===== src/design/assert_macros.svh =====
// ----------------------------------------------------------------------------
// Assertion macros
// Shared concurrent assertion forms, clocked on clk and disabled in reset.
// ----------------------------------------------------------------------------
`ifndef ASSERT_MACROS_SVH
`define ASSERT_MACROS_SVH

// Property holds at every clock edge outside reset.
`define AST_ALWAYS(lbl, prop, msg) \
	lbl: assert property (@(posedge clk) disable iff (!arst_n) (prop)) else $error(msg);

// Antecedent in one cycle implies consequent in the next cycle.
`define AST_NEXT(lbl, ante, cons, msg) \
	lbl: assert property (@(posedge clk) disable iff (!arst_n) (ante) |=> (cons)) \
		else $error(msg);

`endif


===== src/design/nubx_pkg.sv =====
// ----------------------------------------------------------------------------
// NMEA / UBX framer package
// Shared constants, status codes, tally strobes and the hex digit decoder.
// ----------------------------------------------------------------------------
package nubx_pkg;

	// Configuration port geometry and register indexes.
	localparam int CFG_INDEX_W = 4;
	localparam int CFG_DATA_W  = 9;

	typedef enum logic [CFG_INDEX_W-1:0] {
		REG_LENGTH_LIMIT = 4'd0,
		REG_IDLE_FILL    = 4'd1
	} reg_index_t;

	localparam logic [8:0] LIMIT_RESET = 9'd160;
	localparam logic [7:0] FILL_RESET  = 8'hFF;
	localparam logic [8:0] LIMIT_MIN   = 9'd3;
	localparam logic [8:0] LIMIT_MAX   = 9'd256;

	// Default tally width.
	localparam int COUNT_WIDTH_DEF = 32;

	// Framing characters.
	localparam logic [7:0] CH_DOLLAR = 8'h24;
	localparam logic [7:0] CH_STAR   = 8'h2A;
	localparam logic [7:0] CH_LF     = 8'h0A;
	localparam logic [7:0] CH_CR     = 8'h0D;
	localparam logic [7:0] CH_NUL    = 8'h00;
	localparam logic [7:0] UBX_SYNC1 = 8'hB5;
	localparam logic [7:0] UBX_SYNC2 = 8'h62;

	// Result status codes.
	typedef enum logic [2:0] {
		ST_NMEA_OK   = 3'd0,
		ST_UBX_OK    = 3'd1,
		ST_NMEA_BAD  = 3'd2,
		ST_NMEA_LONG = 3'd3,
		ST_UBX_BAD   = 3'd4
	} status_t;

	// Tally slots.
	localparam int TALLY_N = 4;
	localparam int T_TEXT  = 0;
	localparam int T_BIN   = 1;
	localparam int T_ERR   = 2;
	localparam int T_BYTES = 3;

	typedef struct packed {
		logic bytes;
		logic err;
		logic bin;
		logic text;
	} tally_inc_t;

	typedef struct packed {
		logic       valid;
		logic [3:0] value;
	} hex_t;

	// Decode one ASCII hex digit, either case.
	function automatic hex_t hex_digit(input logic [7:0] c);
		hex_t h;
		h.valid = 1'b1;
		h.value = 4'd0;
		if (c >= 8'h30 && c <= 8'h39) begin
			h.value = c[3:0];
		end else if ((c >= 8'h41 && c <= 8'h46) || (c >= 8'h61 && c <= 8'h66)) begin
			h.value = c[3:0] + 4'd9;
		end else begin
			h.valid = 1'b0;
		end
		return h;
	endfunction

endpackage


===== src/design/nubx_if.sv =====
// ----------------------------------------------------------------------------
// NMEA / UBX framer channels
// Valid/ready channel interfaces for received bytes and frame results.
// ----------------------------------------------------------------------------
interface nubx_in_if;
	logic       valid;
	logic       ready;
	logic [7:0] rx_byte;

	modport source(output valid, output rx_byte, input ready);
	modport sink(input valid, input rx_byte, output ready);
endinterface

interface nubx_out_if;
	logic        valid;
	logic        ready;
	logic [2:0]  frame_status;
	logic [7:0]  packet_class;
	logic [7:0]  packet_id;
	logic [15:0] payload_length;
	logic [7:0]  sentence_length;
	logic [31:0] good_text_count;
	logic [31:0] good_binary_count;
	logic [31:0] error_count;
	logic [31:0] byte_count;

	modport source(output valid, output frame_status, output packet_class,
		output packet_id, output payload_length, output sentence_length,
		output good_text_count, output good_binary_count, output error_count,
		output byte_count, input ready);
	modport sink(input valid, input frame_status, input packet_class,
		input packet_id, input payload_length, input sentence_length,
		input good_text_count, input good_binary_count, input error_count,
		input byte_count, output ready);
endinterface


===== src/design/nubx_tally.sv =====
// ----------------------------------------------------------------------------
// NMEA / UBX framer tallies
// Four wrapping event counters with their post-increment values exposed.
// ----------------------------------------------------------------------------
module nubx_tally #(
	parameter int COUNT_WIDTH = nubx_pkg::COUNT_WIDTH_DEF
) (
	input  logic                   clk,
	input  logic                   arst_n,
	input  nubx_pkg::tally_inc_t   inc,
	output logic [COUNT_WIDTH-1:0] next_cnt [nubx_pkg::TALLY_N]
);
	import nubx_pkg::*;

	logic [COUNT_WIDTH-1:0] cnt_q [TALLY_N];
	logic [TALLY_N-1:0]     inc_vec;

	// Strobes in slot order.
	assign inc_vec[T_TEXT]  = inc.text;
	assign inc_vec[T_BIN]   = inc.bin;
	assign inc_vec[T_ERR]   = inc.err;
	assign inc_vec[T_BYTES] = inc.bytes;

	// Values after this cycle's events.
	always_comb begin
		for (int i = 0; i < TALLY_N; i++) begin
			next_cnt[i] = cnt_q[i] + COUNT_WIDTH'(inc_vec[i]);
		end
	end

	// Counter storage.
	always_ff @(posedge clk or negedge arst_n) begin
		if (!arst_n) begin
			for (int i = 0; i < TALLY_N; i++) begin
				cnt_q[i] <= '0;
			end
		end else begin
			for (int i = 0; i < TALLY_N; i++) begin
				cnt_q[i] <= next_cnt[i];
			end
		end
	end

endmodule


===== src/design/nmea_ubx_stream_framer_top.sv =====
// ----------------------------------------------------------------------------
// NMEA / UBX stream framer
// Frames NMEA text sentences and UBX binary packets from a receiver byte stream.
// ----------------------------------------------------------------------------
// The block takes one byte per clock cycle from the din channel while the
// result register is free or dout takes its result. Each byte is first held
// in an input register; from there the framer state, the checksum and the
// tallies are updated from it in one pass, and a finished frame lands in the
// result register, from which it is offered on dout until it is taken. The
// update of the framer state from the registered byte in one pass sets that
// rate. The input stays ready while a result waits, and drops only when the
// input register and the result register are both full and dout is stalled.
// There is no clearing pass after reset. Configuration writes must be made
// while no frame is in progress.
module nmea_ubx_stream_framer_top #(
	parameter int COUNT_WIDTH = nubx_pkg::COUNT_WIDTH_DEF
) (
	input  logic                             clk,
	input  logic                             arst_n,
	input  logic                             cfg_we,
	input  logic [nubx_pkg::CFG_INDEX_W-1:0] cfg_index,
	input  logic [nubx_pkg::CFG_DATA_W-1:0]  cfg_data,
	nubx_in_if.sink                          din,
	nubx_out_if.source                       dout
);
	import nubx_pkg::*;
	`include "assert_macros.svh"

	typedef enum logic [3:0] {
		PH_WAIT, PH_TEXT, PH_SYNC2, PH_CLASS, PH_ID,
		PH_LENL, PH_LENH, PH_PAYLOAD, PH_CKA, PH_CKB
	} phase_t;

	typedef enum logic [1:0] {
		CK_ACCUM, CK_DIGIT1, CK_DIGIT2, CK_DONE
	} ck_t;

	// Configuration registers.
	logic [8:0] limit_q;
	logic [7:0] fill_q;

	// Input stage.
	logic       valid_s1;
	logic [7:0] byte_s1;

	// Framer state.
	phase_t      phase_q, phase_d;
	logic [7:0]  tidx_q, tidx_d;
	logic [7:0]  txor_q, txor_d;
	ck_t         tck_q, tck_d;
	logic [7:0]  texp_q, texp_d;
	logic        tbad_q, tbad_d;
	logic [7:0]  class_q, class_d;
	logic [7:0]  id_q, id_d;
	logic [15:0] len_q, len_d;
	logic [15:0] pcnt_q, pcnt_d;
	logic [7:0]  suma_q, suma_d;
	logic [7:0]  sumb_q, sumb_d;
	logic [7:0]  rsuma_q, rsuma_d;

	// Result register.
	logic        out_valid_q;
	status_t     status_q;
	logic [7:0]  class_out_q;
	logic [7:0]  id_out_q;
	logic [15:0] len_out_q;
	logic [7:0]  slen_q;
	logic [31:0] text_cnt_q;
	logic [31:0] bin_cnt_q;
	logic [31:0] err_cnt_q;
	logic [31:0] byte_cnt_q;

	// Combinational helpers.
	logic        consume;
	logic        drop;
	logic        step;
	logic [8:0]  lim_m1;
	logic [7:0]  b;
	hex_t        hx;
	logic        tbad_n;
	ck_t         tck_n;
	logic [7:0]  txor_n;
	logic [7:0]  texp_n;
	logic [7:0]  fa;
	logic [7:0]  fb;
	logic [15:0] pcnt_inc;
	logic        emit;
	status_t     status;
	logic [7:0]  slen;
	tally_inc_t  inc;
	tally_inc_t  inc_g;
	logic        out_is_bin;
	logic [COUNT_WIDTH-1:0] next_cnt [TALLY_N];

	// Handshake: the stored byte moves on whenever the result register can take
	// whatever it produces.
	assign consume   = valid_s1 && (!out_valid_q || dout.ready);
	assign din.ready = !valid_s1 || consume;
	assign b         = byte_s1;
	assign drop      = (phase_q == PH_WAIT) && (b == fill_q);
	assign step      = consume && !drop;

	// Clamped sentence limit, minus one.
	always_comb begin
		if (limit_q < LIMIT_MIN) begin
			lim_m1 = LIMIT_MIN - 9'd1;
		end else if (limit_q > LIMIT_MAX) begin
			lim_m1 = LIMIT_MAX - 9'd1;
		end else begin
			lim_m1 = limit_q - 9'd1;
		end
	end

	// Sentence checksum tracker for one character.
	assign hx = hex_digit(b);
	always_comb begin
		tbad_n = tbad_q;
		tck_n  = tck_q;
		txor_n = txor_q;
		texp_n = texp_q;
		if (!tbad_q) begin
			unique case (tck_q)
				CK_ACCUM: begin
					if (b == CH_NUL || b == CH_CR || b == CH_LF) begin
						tbad_n = 1'b1;
					end else if (b == CH_STAR) begin
						tck_n = CK_DIGIT1;
					end else begin
						txor_n = txor_q ^ b;
					end
				end
				CK_DIGIT1, CK_DIGIT2: begin
					if (!hx.valid) begin
						tbad_n = 1'b1;
					end else begin
						texp_n = {texp_q[3:0], hx.value};
						tck_n  = (tck_q == CK_DIGIT1) ? CK_DIGIT2 : CK_DONE;
					end
				end
				CK_DONE: begin
				end
			endcase
		end
	end

	// Fletcher sums and payload position.
	assign fa       = suma_q + b;
	assign fb       = sumb_q + fa;
	assign pcnt_inc = pcnt_q + 16'd1;

	// Framer next state and result.
	always_comb begin
		phase_d = phase_q;
		tidx_d  = tidx_q;
		txor_d  = txor_q;
		tck_d   = tck_q;
		texp_d  = texp_q;
		tbad_d  = tbad_q;
		class_d = class_q;
		id_d    = id_q;
		len_d   = len_q;
		pcnt_d  = pcnt_q;
		suma_d  = suma_q;
		sumb_d  = sumb_q;
		rsuma_d = rsuma_q;
		emit    = 1'b0;
		status  = ST_NMEA_OK;
		slen    = 8'd0;
		inc     = '0;
		inc.bytes = 1'b1;
		unique case (phase_q)
			PH_WAIT: begin
				if (b == CH_DOLLAR) begin
					phase_d = PH_TEXT;
					tidx_d  = 8'd1;
					txor_d  = 8'd0;
					tck_d   = CK_ACCUM;
					texp_d  = 8'd0;
					tbad_d  = 1'b0;
				end else if (b == UBX_SYNC1) begin
					phase_d = PH_SYNC2;
				end
			end
			PH_TEXT: begin
				if (b == CH_DOLLAR) begin
					// A new start discards the sentence in progress.
					tidx_d = 8'd1;
					txor_d = 8'd0;
					tck_d  = CK_ACCUM;
					texp_d = 8'd0;
					tbad_d = 1'b0;
				end else if ({1'b0, tidx_q} < lim_m1) begin
					tidx_d = tidx_q + 8'd1;
					txor_d = txor_n;
					tck_d  = tck_n;
					texp_d = texp_n;
					tbad_d = tbad_n;
					if (b == CH_LF) begin
						emit    = 1'b1;
						slen    = tidx_q + 8'd1;
						phase_d = PH_WAIT;
						tidx_d  = 8'd0;
						if (!tbad_n && tck_n == CK_DONE && txor_n == texp_n) begin
							status   = ST_NMEA_OK;
							inc.text = 1'b1;
						end else begin
							status  = ST_NMEA_BAD;
							inc.err = 1'b1;
						end
					end
				end else begin
					// Buffer full: the byte is dropped and the sentence rejected.
					emit    = 1'b1;
					slen    = tidx_q;
					status  = ST_NMEA_LONG;
					inc.err = 1'b1;
					tidx_d  = 8'd0;
					phase_d = PH_WAIT;
				end
			end
			PH_SYNC2: begin
				if (b == UBX_SYNC2) begin
					suma_d  = 8'd0;
					sumb_d  = 8'd0;
					phase_d = PH_CLASS;
				end else if (b != UBX_SYNC1) begin
					phase_d = PH_WAIT;
				end
			end
			PH_CLASS: begin
				class_d = b;
				suma_d  = fa;
				sumb_d  = fb;
				phase_d = PH_ID;
			end
			PH_ID: begin
				id_d    = b;
				suma_d  = fa;
				sumb_d  = fb;
				phase_d = PH_LENL;
			end
			PH_LENL: begin
				len_d   = {8'h00, b};
				suma_d  = fa;
				sumb_d  = fb;
				phase_d = PH_LENH;
			end
			PH_LENH: begin
				len_d   = {b, len_q[7:0]};
				suma_d  = fa;
				sumb_d  = fb;
				pcnt_d  = 16'd0;
				phase_d = ({b, len_q[7:0]} == 16'd0) ? PH_CKA : PH_PAYLOAD;
			end
			PH_PAYLOAD: begin
				suma_d = fa;
				sumb_d = fb;
				pcnt_d = pcnt_inc;
				if (pcnt_inc >= len_q) begin
					phase_d = PH_CKA;
				end
			end
			PH_CKA: begin
				rsuma_d = b;
				phase_d = PH_CKB;
			end
			PH_CKB: begin
				phase_d = PH_WAIT;
				emit    = 1'b1;
				if (rsuma_q == suma_q && b == sumb_q) begin
					status  = ST_UBX_OK;
					inc.bin = 1'b1;
				end else begin
					status  = ST_UBX_BAD;
					inc.err = 1'b1;
				end
			end
			default: begin
				phase_d = PH_WAIT;
			end
		endcase
	end

	assign inc_g = step ? inc : '0;

	nubx_tally #(
		.COUNT_WIDTH(COUNT_WIDTH)
	) u_tally (
		.clk      (clk),
		.arst_n   (arst_n),
		.inc      (inc_g),
		.next_cnt (next_cnt)
	);

	// Configuration writes.
	always_ff @(posedge clk or negedge arst_n) begin
		if (!arst_n) begin
			limit_q <= LIMIT_RESET;
			fill_q  <= FILL_RESET;
		end else if (cfg_we) begin
			if (cfg_index == REG_LENGTH_LIMIT) begin
				limit_q <= cfg_data;
			end else if (cfg_index == REG_IDLE_FILL) begin
				fill_q <= cfg_data[7:0];
			end
		end
	end

	// Input register.
	always_ff @(posedge clk or negedge arst_n) begin
		if (!arst_n) begin
			valid_s1 <= 1'b0;
		end else if (din.ready) begin
			valid_s1 <= din.valid;
		end
	end

	always_ff @(posedge clk) begin
		if (din.ready && din.valid) begin
			byte_s1 <= din.rx_byte;
		end
	end

	// Framer state update.
	always_ff @(posedge clk or negedge arst_n) begin
		if (!arst_n) begin
			phase_q <= PH_WAIT;
			tidx_q  <= 8'd0;
			txor_q  <= 8'd0;
			tck_q   <= CK_ACCUM;
			texp_q  <= 8'd0;
			tbad_q  <= 1'b0;
			class_q <= 8'd0;
			id_q    <= 8'd0;
			len_q   <= 16'd0;
			pcnt_q  <= 16'd0;
			suma_q  <= 8'd0;
			sumb_q  <= 8'd0;
			rsuma_q <= 8'd0;
		end else if (step) begin
			phase_q <= phase_d;
			tidx_q  <= tidx_d;
			txor_q  <= txor_d;
			tck_q   <= tck_d;
			texp_q  <= texp_d;
			tbad_q  <= tbad_d;
			class_q <= class_d;
			id_q    <= id_d;
			len_q   <= len_d;
			pcnt_q  <= pcnt_d;
			suma_q  <= suma_d;
			sumb_q  <= sumb_d;
			rsuma_q <= rsuma_d;
		end
	end

	// Result register: valid flag.
	always_ff @(posedge clk or negedge arst_n) begin
		if (!arst_n) begin
			out_valid_q <= 1'b0;
		end else if (step && emit) begin
			out_valid_q <= 1'b1;
		end else if (dout.ready) begin
			out_valid_q <= 1'b0;
		end
	end

	// Result register: payload.
	always_ff @(posedge clk) begin
		if (step && emit) begin
			status_q    <= status;
			class_out_q <= class_q;
			id_out_q    <= id_q;
			len_out_q   <= len_q;
			slen_q      <= slen;
			text_cnt_q  <= 32'(next_cnt[T_TEXT]);
			bin_cnt_q   <= 32'(next_cnt[T_BIN]);
			err_cnt_q   <= 32'(next_cnt[T_ERR]);
			byte_cnt_q  <= 32'(next_cnt[T_BYTES]);
		end
	end

	assign dout.valid             = out_valid_q;
	assign dout.frame_status      = status_q;
	assign dout.packet_class      = class_out_q;
	assign dout.packet_id         = id_out_q;
	assign dout.payload_length    = len_out_q;
	assign dout.sentence_length   = slen_q;
	assign dout.good_text_count   = text_cnt_q;
	assign dout.good_binary_count = bin_cnt_q;
	assign dout.error_count       = err_cnt_q;
	assign dout.byte_count        = byte_cnt_q;

	// The held result comes from a binary packet.
	assign out_is_bin = (status_q == ST_UBX_OK) || (status_q == ST_UBX_BAD);

	// Checks on the framer and its pipeline.
	`AST_NEXT(a_emit_lands, step && emit, out_valid_q, "finished frame did not reach result")
	`AST_ALWAYS(a_text_index, (phase_q != PH_TEXT) || (tidx_q != 8'd0), "empty text index")
	`AST_ALWAYS(a_bin_slen, !out_valid_q || !out_is_bin || (slen_q == 8'd0), "binary slen")
	`AST_ALWAYS(a_stall_cause, din.ready || (valid_s1 && out_valid_q && !dout.ready), "stall")

endmodule


===== src/flat_wrapper.sv =====
// flat-port wrapper written by rule: the top's interface ports become plain ports
module nmea_ubx_stream_framer_top_flat import nubx_pkg::*;
#(
	parameter int COUNT_WIDTH = nubx_pkg::COUNT_WIDTH_DEF
)
  (clk, arst_n, cfg_we, cfg_index, cfg_data, din_valid, din_rx_byte, din_ready, dout_valid, dout_frame_status, dout_packet_class, dout_packet_id, dout_payload_length, dout_sentence_length, dout_good_text_count, dout_good_binary_count, dout_error_count, dout_byte_count, dout_ready);
  nubx_in_if din_i ();
  nubx_out_if dout_i ();
  input  logic clk;
  input  logic arst_n;
  input  logic cfg_we;
  input  logic [nubx_pkg::CFG_INDEX_W-1:0] cfg_index;
  input  logic [nubx_pkg::CFG_DATA_W-1:0] cfg_data;
  input wire logic [$bits(din_i.valid)-1:0] din_valid;
  input wire logic [$bits(din_i.rx_byte)-1:0] din_rx_byte;
  output wire logic [$bits(din_i.ready)-1:0] din_ready;
  output wire logic [$bits(dout_i.valid)-1:0] dout_valid;
  output wire logic [$bits(dout_i.frame_status)-1:0] dout_frame_status;
  output wire logic [$bits(dout_i.packet_class)-1:0] dout_packet_class;
  output wire logic [$bits(dout_i.packet_id)-1:0] dout_packet_id;
  output wire logic [$bits(dout_i.payload_length)-1:0] dout_payload_length;
  output wire logic [$bits(dout_i.sentence_length)-1:0] dout_sentence_length;
  output wire logic [$bits(dout_i.good_text_count)-1:0] dout_good_text_count;
  output wire logic [$bits(dout_i.good_binary_count)-1:0] dout_good_binary_count;
  output wire logic [$bits(dout_i.error_count)-1:0] dout_error_count;
  output wire logic [$bits(dout_i.byte_count)-1:0] dout_byte_count;
  input wire logic [$bits(dout_i.ready)-1:0] dout_ready;
  assign din_i.valid = din_valid;
  assign din_i.rx_byte = din_rx_byte;
  assign din_ready = din_i.ready;
  assign dout_valid = dout_i.valid;
  assign dout_frame_status = dout_i.frame_status;
  assign dout_packet_class = dout_i.packet_class;
  assign dout_packet_id = dout_i.packet_id;
  assign dout_payload_length = dout_i.payload_length;
  assign dout_sentence_length = dout_i.sentence_length;
  assign dout_good_text_count = dout_i.good_text_count;
  assign dout_good_binary_count = dout_i.good_binary_count;
  assign dout_error_count = dout_i.error_count;
  assign dout_byte_count = dout_i.byte_count;
  assign dout_i.ready = dout_ready;
  nmea_ubx_stream_framer_top #(.COUNT_WIDTH(COUNT_WIDTH)) u_core (.clk(clk), .arst_n(arst_n), .cfg_we(cfg_we), .cfg_index(cfg_index), .cfg_data(cfg_data), .din(din_i), .dout(dout_i));
endmodule

===== config.mk =====
export PLATFORM = sky130hd
export DESIGN_NAME = nmea_ubx_stream_framer_top_flat
export DESIGN_NICKNAME = d
export VERILOG_FILES = /design/src/design/nubx_pkg.sv /design/src/design/nubx_if.sv /design/src/design/nubx_tally.sv /design/src/design/nmea_ubx_stream_framer_top.sv /design/src/flat_wrapper.sv
export VERILOG_INCLUDE_DIRS = /design/src /design/src/design
export SDC_FILE = /design/constraint.sdc
export NUM_CORES = 1
export LEC_CHECK = 0
export ABC_AREA = 1
export BUFFER_PORTS_ARGS = -buffer_cell sky130_fd_sc_hd__buf_2
export CORE_MARGIN = 1.5
export CORE_UTILIZATION = 28
export CTS_CLUSTER_SIZE = 8
export DETAILED_ROUTE_END_ITERATION = 10
export PLACE_DENSITY = 0.5
export SYNTH_ARGS = -nofsm -noshare
export SYNTH_HDL_FRONTEND = slang
export SYNTH_SLANG_ARGS = --single-unit

===== constraint.sdc =====
create_clock -name clk -period 7.7 [get_ports clk]
set_input_delay 1.54 -clock clk [delete_from_list [all_inputs] [get_ports clk]]
set_output_delay 1.54 -clock clk [all_outputs]
set_load 0.01 [all_outputs]

== After elaboration in Yosys (flattened, before gate mapping) ==
Cells that the tools add are included.

* Word-level logic and storage cells: 219
* Output and inout port bits: 173
* Register bits: 429

* Bitwise gates (word level): 4
* Multiplexer cells: 86
* Magnitude comparators: 10
* Reduce and logical (&&, ||, !) cells: 45
* $add $sub $neg: 10
* Eq/ne operators: 32

{| class="wikitable"
|+ Operators by type and width
! cell !! count
|-
| 2-to-1 mux 8 bit || 19
|-
| adder 32 x 1 -> 32 bit || 4
|-
| one-hot mux 8 bit (2 select lines) || 5
|-
| one-hot mux 16 bit (2 select lines) || 2
|-
| 2-to-1 mux 4 bit || 12
|-
| one-hot mux 4 bit (9 select lines) || 1
|-
| == test 8 bit || 4
|-
| 2-to-1 mux 1 bit || 26
|-
| 2-to-1 mux 9 bit || 2
|-
| adder 16 x 1 -> 16 bit, second input constant || 1
|-
| adder 8 bit || 2
|-
| == test 4 x 3 -> 1 bit, second input constant || 4
|-
| == test 8 x 4 -> 1 bit, second input constant || 2
|-
| == test 8 x 6 -> 1 bit, second input constant || 2
|-
| greater-or-equal comparator 16 bit || 1
|-
| greater-or-equal comparator 8 x 7 -> 1 bit, second input constant || 2
|-
| <= comparator 8 x 7 -> 1 bit, second input constant || 2
|-
| logical NOT 16 bit || 1
|-
| 2-to-1 mux 2 bit || 8
|-
| 2-to-1 mux 3 bit || 4
|-
| AND reduction 2 bit || 6
|-
| AND reduction 3 bit || 4
|-
| logical AND 1 bit || 11
|-
| nonzero test 2 bit || 5
|-
| other kinds (35) || 57
|}

== Logic depth before layout (Yosys ltp) ==
* Depth after elaboration: 18
* Depth in mapped cells: 32

== Hierarchy ==
From an unflattened synthesis, not the netlist that was laid out.

* Cells, all modules: 2118
* Area total of the unflattened synthesis: 20402.1 um2

{| class="wikitable"
|+ Modules (own cells, without submodules)
! module !! instances !! cells an instance !! area each (um2)
|-
| nmea_ubx_stream_framer_top || 1 || 1211 || 13476.7
|-
| nubx_tally || 1 || 907 || 6925.4
|}

== Worst setup path after synthesis ==
OpenSTA, ideal clock, no wires.

* Path type: register -> register
* Start: register u_core.limit_q[0]
* End: register u_core.byte_cnt_q[0], in the netlist u_core.dout.byte_count[0], enable pin
* Stages on the path, launching flop included: 18
* Arrival time: 7.023 ns
* Period minus slack after synthesis: 7.615 ns
* Setup time: 0.592 ns
* Data required time: 7.108 ns
* Slack: 0.085 ns
* Path buffers: 0
* Cells stage by stage: dfrtp_1 > inv_1 > ha_1 > inv_1 > nor2_1 > nand2_1 > nor3_2 > nor2_1 > o31ai_1 > ha_1 > a21oi_1 > o21ai_0 > nand3_1 > nand3_4 > inv_2 > nand2_1 > nand2_1 > a21oi_2

* Word-level cells in the longest chain between the ends: 8
* Elaborated cells on any way between the ends: 10

{| class="wikitable"
|+ Ends and longest elaborated chain
! element !! RTL line !! source
|-
| start, declared || nmea_ubx_stream_framer_top.sv:39 || <nowiki>logic [8:0] limit_q;</nowiki>
|-
| start signal, assigned || nmea_ubx_stream_framer_top.sv:302 || <nowiki>limit_q <= cfg_data;</nowiki>
|-
| subtractor 9 x 1 -> 9 bit or > comparator 9 bit (tied branches) || nmea_ubx_stream_framer_top.sv:110, nmea_ubx_stream_framer_top.sv:107 ||
|-
| 2-to-1 mux 9 bit || nmea_ubx_stream_framer_top.sv:107 || <nowiki>end else if (limit_q > LIMIT_MAX) begin</nowiki>
|-
| 2-to-1 mux 9 bit * || nmea_ubx_stream_framer_top.sv:105 || <nowiki>if (limit_q < LIMIT_MIN) begin</nowiki>
|-
| less-than comparator 8 x 9 -> 1 bit * || nmea_ubx_stream_framer_top.sv:192 || <nowiki>end else if ({1'b0, tidx_q} < lim_m1) begin</nowiki>
|-
| 2-to-1 mux 1 bit * || nmea_ubx_stream_framer_top.sv:192 ||
|-
| 2-to-1 mux 1 bit * || nmea_ubx_stream_framer_top.sv:185 || <nowiki>if (b == CH_DOLLAR) begin</nowiki>
|-
| one-hot mux 1 bit (2 select lines) * || nmea_ubx_stream_framer_top.sv:171 || <nowiki>unique case (phase_q)</nowiki>
|-
| logical AND 1 bit * || nmea_ubx_stream_framer_top.sv:370 || <nowiki>if (step && emit) begin</nowiki>
|-
| end signal, assigned || nmea_ubx_stream_framer_top.sv:379 || <nowiki>byte_cnt_q <= 32'(next_cnt[T_BYTES]);</nowiki>
|-
| end, declared || nmea_ubx_stream_framer_top.sv:71 || <nowiki>logic [31:0] byte_cnt_q;</nowiki>
|}

Mark *: on every way between the ends. The rest lies on a longest branch, timed or not.
A chain may end at the register's enable or synchronous reset.

==> impl_metrics.env <==
export IMPL_status="finished clean"
export IMPL_nets=2098
export IMPL_antenna_found_initial=0
export IMPL_combPwrFrac_pct=17.9
export IMPL_drive_above_1_share_pct=18.1
export IMPL_vias_per_cell=4.47
export IMPL_gr_usage_met2_pct=20.7
export IMPL_top_usage_layer="met2"
export IMPL_ys_types=61
export IMPL_path_clk_slew_ns=0.05
export IMPL_fp_row_count=96
export IMPL_synth_xor_area_share_pct=7.63
export IMPL_path_common_cell="nor2_1"
export IMPL_postCtsHoldBufs=0
export IMPL_final_cells=2946
export IMPL_use_met1_pct=18.1
export IMPL_path_class="flop to flop"
export IMPL_whs_path_depth=0
export IMPL_synth_async_sr_flop_share_pct=58.3
export IMPL_leakage_nw=10.2
export IMPL_whs_ns=0.438
export IMPL_synth_cell_area_sq_mm=0.0193
export IMPL_rsz0062_at_grt="no"
export IMPL_portBuffers=198
export IMPL_sw_frac_of_total_pct=29.0
export IMPL_cp_end_kind="flop"
export IMPL_post_cts_repair_setup_buffers=0
export IMPL_critical_path_top_delay_family="simple AND/OR/NAND/NOR gates"
export IMPL_cp_depth=28
export IMPL_dp_hpwl_microns=32000
export IMPL_clock_latency_ns=0.63
export IMPL_ys_flop_type="dfrtp_1"
export IMPL_synth_edff_count=179
export IMPL_syn_inst=1777
export IMPL_fmax_ghz=0.187
export IMPL_die_width_microns=265
export IMPL_area_delta_synth_final_pct=19.9
export IMPL_die_height_microns=265
export IMPL_max_vdd_ir_drop_uv=185
export IMPL_tns_ns=0
export IMPL_vias=13200
export IMPL_track_usage_pct=13.1
export IMPL_wl_per_cell_microns=15.6
export IMPL_wl_microns=45800
export IMPL_cpPeakStageDelay_ns=0.45
export IMPL_fp_dieArea_sq_mm=0.0705
export IMPL_hold_viol_final=0
export IMPL_pwr_share_clk_pct=39.9
export IMPL_start_kind="flop"
export IMPL_io_pins=199
export IMPL_coreArea_sq_mm=0.0683
export IMPL_worstHoldPathType="flop to flop"
export IMPL_switchingPower_mw=1.86
export IMPL_gr_total_overflow=0
export IMPL_critPathSlowestCell="nor2_2"
export IMPL_grt_pass1_vias=13600
export IMPL_critical_path_buf_inv_count=3
export IMPL_drt_first_pass_iters=8
export IMPL_route_detailed_drc=0
export IMPL_synthAdderAreaFrac_pct=3.84
export IMPL_synth_simple_area_share_pct=16.9
export IMPL_fin_crit_sh_pct=69.4
export IMPL_routabilityCongestion=0.846
export IMPL_htree_levels=2
export IMPL_cts_tree="done"
export IMPL_critical_path_peak_fanout=12
export IMPL_synthMuxAreaShare_pct=0
export IMPL_drt_antenna_violating_nets=0
export IMPL_seq_area_frac_synth_pct=60.4
export IMPL_nFillCells=6856
export IMPL_ys_seq_elements=429
export IMPL_finalClockSkew_ns=0.0406
export IMPL_clock_sinks=429
export IMPL_max_slew_worst_pin_slew_ns=0.955
export IMPL_grt_util_met3_pct=2.33
export IMPL_cap_violations=0
export IMPL_crit_required_ns=8.08
export IMPL_synthesis_nets=1861
export IMPL_synth_top_family_by_area="simple AND/OR/NAND/NOR gates"
export IMPL_internal_power_mw=4.55
export IMPL_avgSynthCellArea_sq_um=10.9
export IMPL_dpl_cell_count=2833
export IMPL_synth_warnings=0
export IMPL_grt_start_max_net_pins=137
export IMPL_postCtsResizedCells=0
export IMPL_initial_core_util_pct=28.2
export IMPL_numCtsBuffers=61
export IMPL_synth_compound_area_share_pct=5.93
export IMPL_grt_pass1_wl_microns=73900
export IMPL_period_needed_ns=5.34
export IMPL_root_buffer="clkbuf_16"
export IMPL_clockBufferDepth=3
export IMPL_slew_viol_final=0
export IMPL_max_slew_margin_pct=36.4
export IMPL_rr_worst_depth=28
export IMPL_cp_data_arrival_time_ns=5.72
export IMPL_first_iter_violations=757
export IMPL_powerDensity_mw_per_mm2=277
export IMPL_pwr_share_seq_pct=42.3
export IMPL_finalSetupViolations=0
export IMPL_diodes=0
-- cells in the mapped netlist (2+ instances only) --
library cell | count | area, sq um
ha_1 | 56 | 701
nor2_1 | 117 | 439
nand3_1 | 88 | 440
a31oi_1 | 3 | 18.8
xnor2_1 | 51 | 447
nor2_4 | 7 | 78.8
nor3_1 | 28 | 140
or2_2 | 2 | 12.5
buf_2 | 11 | 55.1
edfxtp_1 | 179 | 5380
o31ai_1 | 3 | 22.5
o211ai_1 | 4 | 30.0
dfrtp_1 | 240 | 6010
nand2_1 | 297 | 1110
and3_1 | 2 | 12.5
nor3_4 | 5 | 81.3
nand4_2 | 6 | 75.1
nor3_2 | 10 | 100
fa_1 | 2 | 40.0
clkbuf_1 | 5 | 18.8
nor2_2 | 18 | 113
buf_4 | 8 | 60.1
xor2_1 | 117 | 1020
inv_2 | 9 | 33.8
buf_6 | 3 | 33.8
nand2_2 | 13 | 81.3
o21ai_0 | 94 | 470
nand3_4 | 3 | 52.6
a21oi_1 | 38 | 190
nor4_1 | 11 | 68.8
inv_1 | 215 | 807
a21boi_0 | 2 | 15.0
dfstp_2 | 10 | 263
o22ai_1 | 51 | 319
nand3b_1 | 6 | 45.0
nand4_1 | 27 | 169
nand3_2 | 11 | 110
clkinv_1 | 2 | 7.51
-- state kept, by name (all words and copies together), names as in the netlist, 3 cells and up --
| register | cells |
|---|---|
| u_core.b | 8 |
| u_core.class_q | 8 |
| u_core.dout.byte_count | 32 |
| u_core.dout.error_count | 32 |
| u_core.dout.frame_status | 3 |
| u_core.dout.good_binary_count | 32 |
| u_core.dout.good_text_count | 32 |
| u_core.dout.packet_class | 8 |
| u_core.dout.packet_id | 8 |
| u_core.dout.payload_length | 16 |
| u_core.dout.sentence_length | 8 |
| u_core.fill_q | 8 |
| u_core.id_q | 8 |
| u_core.len_q | 16 |
| u_core.limit_q | 9 |
| u_core.pcnt_q | 16 |
| u_core.phase_q | 4 |
| u_core.rsuma_q | 8 |
| u_core.suma_q | 8 |
| u_core.sumb_q | 8 |
| u_core.texp_q | 8 |
| u_core.tidx_q | 8 |
| u_core.txor_q | 8 |
| u_core.u_tally.cnt_q | 128 |
-- layout make-up --
type	count	area, sq um	share of cell area, %
flip-flops and latches	429	11600	50.4
multi-input cells	1092	6620	28.6
clock buffers	109	1750	7.56
well taps	882	1100	4.77
repair buffers	202	1060	4.57
inverters	228	863	3.73
clock inverters	4	87.6	0.379
-- through the flow --
step	power, mW	util (%)	worst slack, ns	instance area (sq um)
5_1_grt	6.82	33.8	1.57	23100
4_1_cts	6.51	33.8	2.26	23100
3_5_place_dp	3.89	31.1	1.91	21300
6_report	6.41	33.8	2.36	23100
2_1_floorplan	3.59	-	0.0845	19300
3_3_place_gp	3.86	31.1	1.99	21300
-- final timing paths --
kind	from	end	slack (ns)
min in group asynchronous	arst_n	u_core.u_tally.cnt_q[23]	0.97
setup / recovery	u_core.limit_q[0]	u_core.dout.good_text_count[26]	2.36
hold reg to reg	u_core.len_q[14]	u_core.dout.payload_length[14]	0.44
hold / removal	u_core.len_q[14]	u_core.dout.payload_length[14]	0.44
setup reg to reg	u_core.limit_q[0]	u_core.dout.good_text_count[26]	2.36
max in group asynchronous	arst_n	u_core.limit_q[6]	5.43
-- power by group through the flow --
| stage | Sequential (mW) | Clock, mW | Combinational [mW] |
|---|---|---|---|
| global route | 2.73 | 2.75 | 1.33 |
| detailed placement | 2.75 | 0 | 1.14 |
| finish | 2.71 | 2.56 | 1.14 |
| global placement | 2.74 | 0 | 1.11 |
| floorplan | 2.69 | 0 | 0.903 |
| CTS | 2.71 | 2.65 | 1.16 |
-- kinds of logic (layout without fill, tap and decap cells) --
kind of cell               after synthesis  after routing
adders and majority gates               58             58
AOI/OAI and AO/OA                      204            204
DFF                                    429            429
and+or+nand+nor                        662            662
xor gates and xnor gates               168            168
buffers and inverters                  256            543
-- cells in the final DEF, fill, tap and decap left out, types with 3 or more instances in the layout --
cell type / instances
dfrtp_1: 240
nand2_1: 297
buf_2: 197
xnor2_1: 51
clkbuf_1: 45
o211ai_1: 4
nor3_4: 5
nand3_1: 88
o22ai_1: 51
edfxtp_1: 179
inv_2: 9
nand2_2: 13
xor2_1: 117
inv_1: 215
nor2_4: 7
nand3b_1: 6
ha_1: 56
nand3_4: 3
o21ai_0: 94
clkbuf_16: 62
a31oi_1: 3
nor2_2: 18
nand4_2: 6
nor3_2: 10
a21oi_1: 38
nand4_1: 27
nor4_1: 11
nand3_2: 11
nor2_1: 117
o31ai_1: 3
dfstp_2: 10
nor3_1: 28
-- layer usage --
| metal | vias to the layer above | wire length (microns) |
|---|---|---|
| met5 | - | 0 |
| met4 | 0 | 1110 |
| met3 | 74 | 2260 |
| met2 | 325 | 20700 |
| met1 | 6349 | 21700 |
| li1 | 6429 | - |
Power figures use the tool's default switching activity.
